File: src/sv/bmp_pkg.sv
package bmp_pkg;

  localparam int unsigned CNT_W = 16;
  localparam int unsigned OP_W  = 30;

  localparam logic [OP_W-1:0] PRIME_MOD = OP_W'(1000000007);
  localparam logic [OP_W-1:0] INV_EXP   = OP_W'(1000000005);

  // largest n served
  localparam int unsigned MAX_N = 65535;

  // digit counter width, then radix-4 digits per multiplier operand
  localparam int unsigned DIG_W        = 4;
  localparam int unsigned LONG_DIGITS  = OP_W / 2;
  localparam int unsigned SHORT_DIGITS = CNT_W / 2;

  typedef struct packed {
    logic [CNT_W-1:0] total_count;
    logic [CNT_W-1:0] choose_count;
  } in_item_t;

  typedef struct packed {
    logic [OP_W-1:0] binomial_value;
    logic            invalid_request;
  } out_item_t;

  typedef struct packed {
    logic start;
    logic short_op;  // multiplier b holds a CNT_W-bit value
  } mul_ctrl_t;

  typedef struct packed {
    logic busy;
    logic done;
  } mul_stat_t;

endpackage

File: src/sv/bmp_mod_mul.sv
module bmp_mod_mul (
  input  logic                     clk_i,
  input  logic                     rst_ni,
  input  bmp_pkg::mul_ctrl_t       ctrl_i,
  input  logic [bmp_pkg::OP_W-1:0] a_i,
  input  logic [bmp_pkg::OP_W-1:0] b_i,
  output bmp_pkg::mul_stat_t       stat_o,
  output logic [bmp_pkg::OP_W-1:0] prod_o
);

  localparam logic [bmp_pkg::OP_W:0] PrimeExt = {1'b0, bmp_pkg::PRIME_MOD};

  logic [bmp_pkg::OP_W-1:0]  a_q;
  logic [bmp_pkg::OP_W-1:0]  b_sr_q, b_sr_d;
  logic [bmp_pkg::OP_W-1:0]  acc_q, acc_d;
  logic [bmp_pkg::DIG_W-1:0] cnt_q, cnt_d;
  logic                      run_q, run_d;
  logic                      done_q, done_d;

  // acc <- (2*acc + bit*a) mod p, with acc and a already reduced
  function automatic logic [bmp_pkg::OP_W-1:0] dbl_add(
    input logic [bmp_pkg::OP_W-1:0] acc,
    input logic [bmp_pkg::OP_W-1:0] a,
    input logic                     b
  );
    logic [bmp_pkg::OP_W:0] t;
    t = {acc, 1'b0};
    if (t >= PrimeExt) begin
      t = t - PrimeExt;
    end
    if (b) begin
      t = t + {1'b0, a};
    end
    if (t >= PrimeExt) begin
      t = t - PrimeExt;
    end
    return t[bmp_pkg::OP_W-1:0];
  endfunction

  always_comb begin
    b_sr_d = b_sr_q;
    acc_d  = acc_q;
    cnt_d  = cnt_q;
    run_d  = run_q;
    done_d = 1'b0;
    if (run_q) begin
      acc_d  = dbl_add(dbl_add(acc_q, a_q, b_sr_q[bmp_pkg::OP_W-1]), a_q,
                       b_sr_q[bmp_pkg::OP_W-2]);
      b_sr_d = {b_sr_q[bmp_pkg::OP_W-3:0], 2'b00};
      cnt_d  = cnt_q - 1'b1;
      if (cnt_q == bmp_pkg::DIG_W'(1)) begin
        run_d  = 1'b0;
        done_d = 1'b1;
      end
    end else if (ctrl_i.start) begin
      acc_d = '0;
      run_d = 1'b1;
      if (ctrl_i.short_op) begin
        b_sr_d = {b_i[bmp_pkg::CNT_W-1:0], (bmp_pkg::OP_W - bmp_pkg::CNT_W)'(0)};
        cnt_d  = bmp_pkg::DIG_W'(bmp_pkg::SHORT_DIGITS);
      end else begin
        b_sr_d = b_i;
        cnt_d  = bmp_pkg::DIG_W'(bmp_pkg::LONG_DIGITS);
      end
    end
  end

  always_ff @(posedge clk_i or negedge rst_ni) begin
    if (!rst_ni) begin
      cnt_q  <= '0;
      run_q  <= 1'b0;
      done_q <= 1'b0;
    end else begin
      cnt_q  <= cnt_d;
      run_q  <= run_d;
      done_q <= done_d;
    end
  end

  always_ff @(posedge clk_i) begin
    acc_q  <= acc_d;
    b_sr_q <= b_sr_d;
    if (!run_q && ctrl_i.start) begin
      a_q <= a_i;
    end
  end

  assign stat_o.busy = run_q;
  assign stat_o.done = done_q;
  assign prod_o      = acc_q;

  a_start_idle: assert property (@(posedge clk_i) disable iff (!rst_ni)
    ctrl_i.start |-> !run_q)
    else $error("multiplier started while busy");
  a_done_after_run: assert property (@(posedge clk_i) disable iff (!rst_ni)
    done_q |-> $past(run_q) && !run_q)
    else $error("done without a finished run");
  a_acc_reduced: assert property (@(posedge clk_i) disable iff (!rst_ni)
    done_q |-> acc_q < bmp_pkg::PRIME_MOD)
    else $error("product not reduced");

endmodule

File: src/sv/binomial_mod_prime_unit.sv
// Returns C(n,r) mod 1000000007 for n = total_count, r = choose_count, one result per
// request. r > n gives 0 with invalid_request set; r = 0 gives 1. Both of those skip the
// multiplier and go straight to the done state. Otherwise the block walks k = 1..n building
// n! on one radix-4 serial modular multiplier (2 bits of the multiplier per cycle),
// keeping r! and (n-r)!, then raises r!*(n-r)! to p-2 and multiplies by n!. The exponent
// walk is 29 squarings, 15 multiplies for the set bits of p-2 and none for its 15 clear
// bits. One request is worked at a time; the finished result sits in an output register,
// so a new request is taken while it waits.
module binomial_mod_prime_unit (
  input  logic                clk_i,
  input  logic                rst_ni,
  input  logic                in_valid_i,
  output logic                in_ready_o,
  input  bmp_pkg::in_item_t   in_data_i,
  output logic                out_valid_o,
  input  logic                out_ready_i,
  output bmp_pkg::out_item_t  out_data_o
);

  typedef enum logic [6:0] {
    S_IDLE    = 7'b0000001,
    S_FACT    = 7'b0000010,
    S_DEN     = 7'b0000100,
    S_EXP_MUL = 7'b0001000,
    S_EXP_SQR = 7'b0010000,
    S_FINAL   = 7'b0100000,
    S_DONE    = 7'b1000000
  } state_e;

  localparam logic [bmp_pkg::OP_W-1:0] One = bmp_pkg::OP_W'(1);
  localparam logic [4:0] LastBit = 5'(bmp_pkg::OP_W - 1);

  state_e state_q, state_d;

  logic [bmp_pkg::CNT_W-1:0] n_q, n_d, r_q, r_d, nr_q, nr_d, k_q, k_d;
  logic [bmp_pkg::OP_W-1:0]  fact_q, fact_d, fr_q, fr_d, fnr_q, fnr_d;
  logic [bmp_pkg::OP_W-1:0]  acc_q, acc_d, base_q, base_d;
  logic [4:0]                bit_q, bit_d;
  logic                      issued_q, issued_d;
  bmp_pkg::out_item_t        res_q, res_d, out_q;
  logic                      out_valid_q, out_valid_d;
  logic                      out_load;

  bmp_pkg::mul_ctrl_t        mul_ctrl;
  bmp_pkg::mul_stat_t        mul_stat;
  logic [bmp_pkg::OP_W-1:0]  mul_a, mul_b, mul_p;
  logic                      mul_state;
  logic                      in_xfer;
  logic                      bad_req;

  assign in_ready_o = (state_q == S_IDLE);
  assign in_xfer    = in_valid_i && in_ready_o;
  assign bad_req    = (in_data_i.choose_count > in_data_i.total_count) ||
                      (32'(in_data_i.total_count) > bmp_pkg::MAX_N);

  always_comb begin
    mul_a = fact_q;
    mul_b = acc_q;
    case (state_q)
      S_FACT: begin
        mul_a = fact_q;
        mul_b = {(bmp_pkg::OP_W - bmp_pkg::CNT_W)'(0), k_q};
      end
      S_DEN: begin
        mul_a = fr_q;
        mul_b = fnr_q;
      end
      S_EXP_MUL: begin
        mul_a = acc_q;
        mul_b = base_q;
      end
      S_EXP_SQR: begin
        mul_a = base_q;
        mul_b = base_q;
      end
      default: begin
        mul_a = fact_q;
        mul_b = acc_q;
      end
    endcase
  end

  assign mul_state = (state_q == S_FACT) || (state_q == S_DEN) ||
                     ((state_q == S_EXP_MUL) && bmp_pkg::INV_EXP[bit_q]) ||
                     (state_q == S_EXP_SQR) || (state_q == S_FINAL);
  assign mul_ctrl.start    = mul_state && !issued_q && !mul_stat.busy;
  assign mul_ctrl.short_op = (state_q == S_FACT);

  bmp_mod_mul u_mul (
    .clk_i  (clk_i),
    .rst_ni (rst_ni),
    .ctrl_i (mul_ctrl),
    .a_i    (mul_a),
    .b_i    (mul_b),
    .stat_o (mul_stat),
    .prod_o (mul_p)
  );

  assign out_load = (state_q == S_DONE) && (!out_valid_q || out_ready_i);

  always_comb begin
    state_d  = state_q;
    n_d      = n_q;
    r_d      = r_q;
    nr_d     = nr_q;
    k_d      = k_q;
    fact_d   = fact_q;
    fr_d     = fr_q;
    fnr_d    = fnr_q;
    acc_d    = acc_q;
    base_d   = base_q;
    bit_d    = bit_q;
    res_d    = res_q;
    issued_d = issued_q;
    if (mul_ctrl.start) begin
      issued_d = 1'b1;
    end
    if (mul_stat.done) begin
      issued_d = 1'b0;
    end
    case (state_q)
      S_IDLE: begin
        if (in_xfer) begin
          n_d    = in_data_i.total_count;
          r_d    = in_data_i.choose_count;
          nr_d   = in_data_i.total_count - in_data_i.choose_count;
          k_d    = bmp_pkg::CNT_W'(1);
          fact_d = One;
          fr_d   = One;
          fnr_d  = One;
          if (bad_req) begin
            res_d   = '{binomial_value: '0, invalid_request: 1'b1};
            state_d = S_DONE;
          end else if (in_data_i.choose_count == '0) begin
            res_d   = '{binomial_value: One, invalid_request: 1'b0};
            state_d = S_DONE;
          end else begin
            state_d = S_FACT;
          end
        end
      end
      S_FACT: begin
        if (mul_stat.done) begin
          fact_d = mul_p;
          if (k_q == r_q) begin
            fr_d = mul_p;
          end
          if (k_q == nr_q) begin
            fnr_d = mul_p;
          end
          if (k_q == n_q) begin
            state_d = S_DEN;
          end else begin
            k_d = k_q + 1'b1;
          end
        end
      end
      S_DEN: begin
        if (mul_stat.done) begin
          base_d  = mul_p;
          acc_d   = One;
          bit_d   = '0;
          state_d = S_EXP_MUL;
        end
      end
      S_EXP_MUL: begin
        // zero exponent bit: no multiply, go straight on
        if (!bmp_pkg::INV_EXP[bit_q] || mul_stat.done) begin
          if (bmp_pkg::INV_EXP[bit_q]) begin
            acc_d = mul_p;
          end
          state_d = (bit_q == LastBit) ? S_FINAL : S_EXP_SQR;
        end
      end
      S_EXP_SQR: begin
        if (mul_stat.done) begin
          base_d  = mul_p;
          bit_d   = bit_q + 1'b1;
          state_d = S_EXP_MUL;
        end
      end
      S_FINAL: begin
        if (mul_stat.done) begin
          res_d   = '{binomial_value: mul_p, invalid_request: 1'b0};
          state_d = S_DONE;
        end
      end
      S_DONE: begin
        if (out_load) begin
          state_d = S_IDLE;
        end
      end
      default: begin
        state_d = S_IDLE;
      end
    endcase
  end

  always_comb begin
    out_valid_d = out_valid_q;
    if (out_load) begin
      out_valid_d = 1'b1;
    end else if (out_ready_i) begin
      out_valid_d = 1'b0;
    end
  end

  always_ff @(posedge clk_i or negedge rst_ni) begin
    if (!rst_ni) begin
      state_q     <= S_IDLE;
      issued_q    <= 1'b0;
      out_valid_q <= 1'b0;
    end else begin
      state_q     <= state_d;
      issued_q    <= issued_d;
      out_valid_q <= out_valid_d;
    end
  end

  always_ff @(posedge clk_i) begin
    n_q    <= n_d;
    r_q    <= r_d;
    nr_q   <= nr_d;
    k_q    <= k_d;
    fact_q <= fact_d;
    fr_q   <= fr_d;
    fnr_q  <= fnr_d;
    acc_q  <= acc_d;
    base_q <= base_d;
    bit_q  <= bit_d;
    res_q  <= res_d;
    if (out_load) begin
      out_q <= res_q;
    end
  end

  assign out_valid_o = out_valid_q;
  assign out_data_o  = out_q;

  a_done_was_issued: assert property (@(posedge clk_i) disable iff (!rst_ni)
    mul_stat.done |-> issued_q)
    else $error("multiplier result with no operation in flight");
  a_k_in_range: assert property (@(posedge clk_i) disable iff (!rst_ni)
    (state_q == S_FACT) |-> (k_q != '0) && (k_q <= n_q))
    else $error("factorial index out of range");
  a_bit_in_range: assert property (@(posedge clk_i) disable iff (!rst_ni)
    (state_q == S_EXP_MUL || state_q == S_EXP_SQR) |-> bit_q <= LastBit)
    else $error("exponent bit index out of range");
  a_idle_no_issue: assert property (@(posedge clk_i) disable iff (!rst_ni)
    (state_q == S_IDLE || state_q == S_DONE) |-> !issued_q && !mul_stat.busy)
    else $error("multiplier active outside a compute state");

endmodule

File: config.mk
export PLATFORM = sky130hd
export DESIGN_NAME = binomial_mod_prime_unit
export DESIGN_NICKNAME = d
export VERILOG_FILES = /design/src/sv/bmp_pkg.sv /design/src/sv/bmp_mod_mul.sv /design/src/sv/binomial_mod_prime_unit.sv
export SDC_FILE = /design/constraint.sdc
export NUM_CORES = 1
export LEC_CHECK = 0
export BUFFER_PORTS_ARGS = -buffer_cell sky130_fd_sc_hd__buf_2
export CORE_MARGIN = 10
export CORE_UTILIZATION = 40
export DETAILED_ROUTE_END_ITERATION = 10
export SLEW_MARGIN = 20
export SYNTH_ARGS = -nofsm -noshare
export SYNTH_HDL_FRONTEND = slang
export SYNTH_SLANG_ARGS = --single-unit
File: constraint.sdc
create_clock -name clk_i -period 17 [get_ports clk_i]
set_clock_uncertainty 0.2 [all_clocks]
set_input_delay 3.4 -clock clk_i [delete_from_list [all_inputs] [get_ports clk_i]]
set_output_delay 3.4 -clock clk_i [all_outputs]
set_load 0.01 [all_outputs]
; Word-level counts from Yosys, hierarchy flattened
; Memories as Yosys holds them, arrays and structs flattened. A register that Yosys moved wholly into a read port is not among the register bits.
; Index checks and enable logic that the tools add are counted.
[classes]
n_addsub = 10
magnitude_cmp = 6
n_eq_ne = 26
muxes = 68
reduce_logical = 36
[op_table]
columns = cell, count
row1 = 30-bit 2-to-1 mux, 17
row2 = 31-bit 2-to-1 mux, 12
row3 = 30-bit case mux with 2 select lines, 4
row4 = 30-bit case mux with 3 select lines, 2
row5 = 31-bit by 30-bit >= comparator with 1-bit output (second input constant), 4
row6 = 7-bit 2-to-1 mux, 9
row7 = 31-bit by 30-bit adder with 31-bit output, 2
row8 = 31-bit case mux with 2 select lines, 1
row9 = 31-bit by 30-bit subtractor with 31-bit output (second input constant), 2
row10 = 30-bit subtractor (second input constant), 2
row11 = 16-bit equality test, 3
row12 = 16-bit 2-to-1 mux, 3
row13 = 7-bit case mux with 6 select lines, 1
row14 = 16-bit case mux with 2 select lines, 1
row15 = 2-bit by 1-bit != test with 1-bit output (second input constant), 11
row16 = 4-bit AND reduction, 5
row17 = 16-bit by 1-bit adder with 16-bit output (second input constant), 1
row18 = 16-bit > comparator, 1
row19 = 16-bit logical NOT, 1
row20 = 16-bit subtractor, 1
row21 = 5-bit 2-to-1 mux, 3
row22 = 2-bit nonzero test, 7
row23 = 1-bit 2-to-1 mux, 10
row24 = 5-bit case mux with 2 select lines, 1
row25 = other kinds (24), 42
[totals]
reg_bits = 386
rom_bits = 32
n_memories = 1
[memory_table]
columns = memory, words, width, rd, rd_ports_with_merged_regs, write_ports, line_no
row1 = (no name shown), 32, 1, 1, 1, 0, binomial_mod_prime_unit.sv:169  ; if (bmp_pkg::INV_EXP[bit_q]) begin

; Longest topological paths before layout
[logic_depth]
depth_word = 18
ltp_mapped = 60

; By module
; From an unflattened synthesis, not the netlist that was laid out.
[unflattened]
cells_unflattened = 2649
hier_area_um2 = 26267.7
[modules_own_cells]
columns = module, instances, cells_per_inst, area_per_inst_um2, seq_area_each_um2
row1 = bmp_mod_mul, 1, 1677, 13300.3, 2832.7
row2 = binomial_mod_prime_unit, 1, 972, 12967.4, 8684.6

; Worst setup path before layout
; No wires, ideal clock.
[synth_timing]
path_type = reg-to-reg
start = reg u_mul.acc_q, in the netlist u_mul.prod_o[15]
end = reg u_mul.acc_q, in the netlist u_mul.prod_o[28] (data pin)
t_arrival_ps = 11841
required_ps = 16538
setup_slack_ps = 4697
path_stages_with_launch = 58
synth_period_minus_slack_ps = 12303
path_cell_list = edfxtp_1 -> buf_2 -> nand4bb_4 -> nor4_4 -> o211a_1 -> nor2_1 -> buf_2 -> o21ai_0 -> nand3_1 -> ha_1 -> clkbuf_1 -> a211oi_1 -> o21bai_1 -> a21o_1 -> a311oi_1 -> nor4_1 -> nor4b_2 -> nand2_1 -> [... 22 more ...] -> a21oi_1 -> o2111ai_1 -> nand2_1 -> o21ai_0 -> o2111ai_1 -> a31oi_1 -> or4_1 -> a31oi_1 -> o21ai_0 -> a21o_1 -> a21oi_1 -> xnor2_1 -> mux2i_1 -> o31ai_1 -> o21a_1 -> buf_2 -> o211ai_1 -> mux2_1
[synth_between]
elab_chain_len = 18
[synth_rtl]
columns = element, line_no
row1 = "start, declared", bmp_mod_mul.sv:15  ; logic [bmp_pkg::OP_W-1:0] acc_q, acc_d;
row2 = "start signal, assigned", bmp_mod_mul.sv:81  ; acc_q <= acc_d;
row3 = 31-bit by 30-bit subtractor with 31-bit output / 31-bit by 30-bit >= comparator with 1-bit output (equally long branches), "bmp_mod_mul.sv:29, bmp_mod_mul.sv:28"
row4 = 31-bit 2-to-1 mux (*), bmp_mod_mul.sv:28  ; if (t >= PrimeExt) begin
row5 = 31-bit 2-to-1 mux (*), bmp_mod_mul.sv:46  ; if (run_q) begin
row6 = 31-bit by 30-bit adder with 31-bit output, bmp_mod_mul.sv:32  ; t = t + {1'b0, a};
row7 = 31-bit 2-to-1 mux (*), bmp_mod_mul.sv:31  ; if (b) begin
row8 = 31-bit 2-to-1 mux (*), bmp_mod_mul.sv:46
row9 = 30-bit subtractor / 31-bit by 30-bit >= comparator with 1-bit output (equally long branches), "bmp_mod_mul.sv:35, bmp_mod_mul.sv:34"
row10 = 30-bit 2-to-1 mux (*), bmp_mod_mul.sv:34  ; if (t >= PrimeExt) begin
row11 = [... 2 more ...], n/a
row12 = 31-bit 2-to-1 mux (*), bmp_mod_mul.sv:28
row13 = 31-bit 2-to-1 mux (*), bmp_mod_mul.sv:46
row14 = 31-bit by 30-bit adder with 31-bit output, bmp_mod_mul.sv:32
row15 = 31-bit 2-to-1 mux (*), bmp_mod_mul.sv:31
row16 = 31-bit 2-to-1 mux (*), bmp_mod_mul.sv:46
row17 = 30-bit subtractor / 31-bit by 30-bit >= comparator with 1-bit output (equally long branches), "bmp_mod_mul.sv:35, bmp_mod_mul.sv:34"
row18 = 30-bit 2-to-1 mux (*), bmp_mod_mul.sv:34
row19 = 30-bit 2-to-1 mux (*), bmp_mod_mul.sv:46
; Mark *: on every way between the ends. The rest lies on a longest branch, timed or not. The select of a mux whose other input is x is not followed.
; A chain may end at the register's enable or synchronous reset.

; Final worst setup path
[layout_timing]
start = reg u_mul.acc_q, in the netlist u_mul.prod_o[2]
end = reg u_mul.acc_q, in the netlist u_mul.prod_o[17] (data pin)
; Same word-level chain as after synthesis.

==> run summary <==
==============================================================================
Outcome ......................................................... complete, no violations
Shortest clock period the worst path allows after layout ........     15.81 ns
Area added between synthesis and finish .........................       9.530%
Clk root buf ....................................................    clkbuf_16
Worst Min Path Start ............................................    res_q[30]
Vias post-DR ....................................................        21590
Via-to-Cell Ratio ...............................................        6.192
Actual transition at the worst max-transition pin ...............     1.182 ns
Type of element launching the critical path .....................         flop
Total wire length after detailed routing ........................     90230 um
Slowest-stage cell, CP ..........................................       nor2_1
CTS HTree Levels ................................................            2
Synth unique cells ..............................................          116
Hold Vio Cnt, Final .............................................            0
Dpl hpwl ........................................................     67320 um
Async S/R FF share, synth .......................................       3.876%
Post-DR wirelength/cell .........................................     25.88 um
Reg2Reg Launch Point ............................................ u_mul.prod_o[2]
CTS tree ........................................................          yes
Router iterations before antenna repair .........................            8
Global-route wire length before repair ..........................    132100 um
Max transition margin ...........................................       20.74%
Net count reported at finish ....................................         2735
Largest fanout on the critical path .............................           24
Hold crit path type .............................................   reg -> reg
Row count .......................................................           92
Sinks on the clock net ..........................................          387
Total cell area at the placement stage .......................... 0.02678 mm^2
Height of the die ...............................................     273.1 um
Per-instance average area after synthesis .......................   9.804 um^2
Data arrival time of the critical path ..........................     15.84 ns
Via count of the first global-routing pass ......................        20090
Fin Setup TNS ...................................................         0 ns
Predominant post-synthesis flop cell ............................     edfxtp_1
Critical path class .............................................   reg -> reg
Final antenna diode count .......................................            0
Iteration-0 DRC count of the detailed router ....................         2531
Max capacitance violation total .................................            0
Final period util ...............................................       92.99%
Post-route cell area ............................................ 0.02807 mm^2
Total DRC errors in the routed layout ...........................            0
Share of post-route cells with drive strength above 1 ...........       9.470%
Worst Path Buf+Inv ..............................................            3
Post-CTS Hold Fix Bufs ..........................................            0
Largest net degree at the start of global routing ...............           72
Number of endpoints failing setup at the final stage ............            0
Overall global routing resource usage ...........................       23.21%
Horiz. Die Dim ..................................................     273.1 um
Maximum number of buffers from clock root to sink ...............            3
Last weighted congestion value of the routability-driven placer .       0.9495
Initial cell density of the core ................................       40.55%
Number of setup buffers added after CTS .........................            0
Setup repair after global routing missed its margin .............           no
Clock-pin slew on the worst setup and hold paths ................      0.07 ns
Kind of capture point of the worst setup path ...................         flop
Synth warnings ..................................................            0
Buffers on Ports ................................................           68
Post-synthesis cell area ........................................ 0.02563 mm^2
I/O pin count ...................................................           69
Startpoint of the most critical setup path ...................... u_mul.prod_o[2]
Area inside the core boundary ................................... 0.06320 mm^2
Number of max-slew violations in the final report ...............            0
Count of flip-flops with a built-in enable after synthesis ......          369
GR Overflow Total ...............................................            0
Number of nets still failing antenna checks after routing .......            0
Area of the die ................................................. 0.07459 mm^2
Insertion delay to the later sink of the worst-skew pair ........      0.55 ns
Syn_nets ........................................................         2739
CP required .....................................................     17.03 ns
Crit path max-delay family ...................................... compound AO/OA/AOI/OAI gates
Mapped Cells ....................................................         2614
Number of storage elements in the synthesis netlist .............          387
Initial antenna violation count .................................            2
Longest individual stage delay on the worst path ................      0.87 ns
CTS Buf Count ...................................................           39
Part of the Yosys area used for sequential elements .............       44.94%
Total of cells resized after clock tree synthesis ...............            0
F_max ...........................................................    63.26 MHz
==============================================================================
## worst register-to-register path, delay by kind of cell (launching register included)
family | cells | cell delay, ns
simple gates | 15 | 4.21
fa+ha+maj | 6 | 1.87
buf+inv | 3 | 0.66
compound gates | 25 | 7.81
flops | 1 | 0.51
xor+xnor | 2 | 0.28
## Yosys cell counts (13+ instances only)
cell type | n | area share, %
a221o_1 | 16 | 0.62
a222oi_1 | 19 | 0.74
xor2_1 | 96 | 3.3
nand2b_1 | 28 | 0.68
a22oi_1 | 25 | 0.73
o211ai_1 | 27 | 0.79
nor3_1 | 62 | 1.2
nor4_1 | 38 | 0.93
and3_1 | 27 | 0.66
nand3_1 | 59 | 1.2
o21ai_0 | 139 | 2.7
and2_1 | 105 | 2.6
o31ai_1 | 15 | 0.44
or2_2 | 19 | 0.46
nand4_1 | 24 | 0.59
nor3b_1 | 15 | 0.44
buf_2 | 18 | 0.35
a21oi_1 | 173 | 3.4
nor2_1 | 204 | 3.0
ha_1 | 86 | 4.2
xnor2_1 | 95 | 3.2
mux2i_1 | 21 | 0.82
inv_1 | 78 | 1.1
a211oi_1 | 37 | 1.1
clkbuf_1 | 119 | 1.7
nor2b_1 | 15 | 0.37
or3_1 | 31 | 0.76
o22ai_1 | 13 | 0.32
dfrtp_1 | 14 | 1.4
a21o_1 | 52 | 1.5
a22o_1 | 14 | 0.48
o41ai_1 | 19 | 0.65
a221oi_1 | 13 | 0.44
a31oi_1 | 27 | 0.66
nand2_1 | 247 | 3.6
edfxtp_1 | 369 | 43
o21a_1 | 28 | 0.82
## logic make-up after synthesis
family                   Yosys count  synth area share (%)
buffers and inverters            229                 3.506
XOR/XNOR                         191                 6.528
AND/OR/NAND/NOR                  921                 18.28
adder cells (fa/ha/maj)           89                 4.433
multiplexers                      29                 1.172
flip-flops                       387                 44.94
AO/OA/AOI/OAI                    768                 21.14
## final timing paths
path,end,slack (ns),cells after the start
min reg2reg,out_data_o[30],0.22,0
max,u_mul.prod_o[17],1.19,51
max in group asynchronous,state_q[0],13.74,1
min in group asynchronous,out_valid_o,2.55,1
min,out_data_o[30],0.22,0
max reg2reg,u_mul.prod_o[17],1.19,51
## layout by cell type (no fill, tap or decap), types with 59 or more instances in the layout
cell type,Yosys,layout
nor3_1,62,60
o21ai_0,139,139
ha_1,86,86
nor2_1,204,201
edfxtp_1,369,369
xnor2_1,95,95
xor2_1,96,96
buf_2,18,68
a21oi_1,173,170
and2_1,105,105
nand3_1,59,59
inv_1,78,74
nand2_1,247,247
## sequential cells by signal (all words and copies together), names as in the netlist, 30 cells and up, named ones only
signal        count
out_data_o       31
fact_q           30
u_mul.a_q        30
res_q            31
base_q           30
acc_q            30
u_mul.b_sr_q     30
fr_q             30
fnr_q            30
u_mul.prod_o     30
## per-stage QoR
stage	setup slack, ns	hold slack (ns)	std cells	util (%)
finish	1.192	0.2179	3486	44.42
global route	0.1061	0.2253	3486	44.42
CTS	1.517	0.2198	3486	44.42
detailed placement	1.624	0.2045	3415	42.38
global placement	1.904	0.2023	3415	42.38
floorplan	4.697	0.2003	2614	-
## routing by layer
layer | track usage, % | up-vias | share of wire (%)
li1 | - | 9887 | -
met1 | 32.14 | 10580 | 43
met2 | 36.43 | 993 | 45
met3 | 3.607 | 125 | 8.2
met4 | 7.938 | 0 | 3.4
met5 | 0 | - | 0
## cell type report
type,instances,area [um^2]
Timing Repair Buffer,103,603.1
Clock buffer,53,1070
Sequential cell,387,11520
Fill cell,6031,35130
Tap cell,846,1059
Multi-Input combinational cell,1998,13290
Inverter,81,309.0
Clock inverter,18,219.0
Power is left out: the tool's default activity adds up to more than one toggle a clock period on the data nets, which glitch-free logic cannot reach.
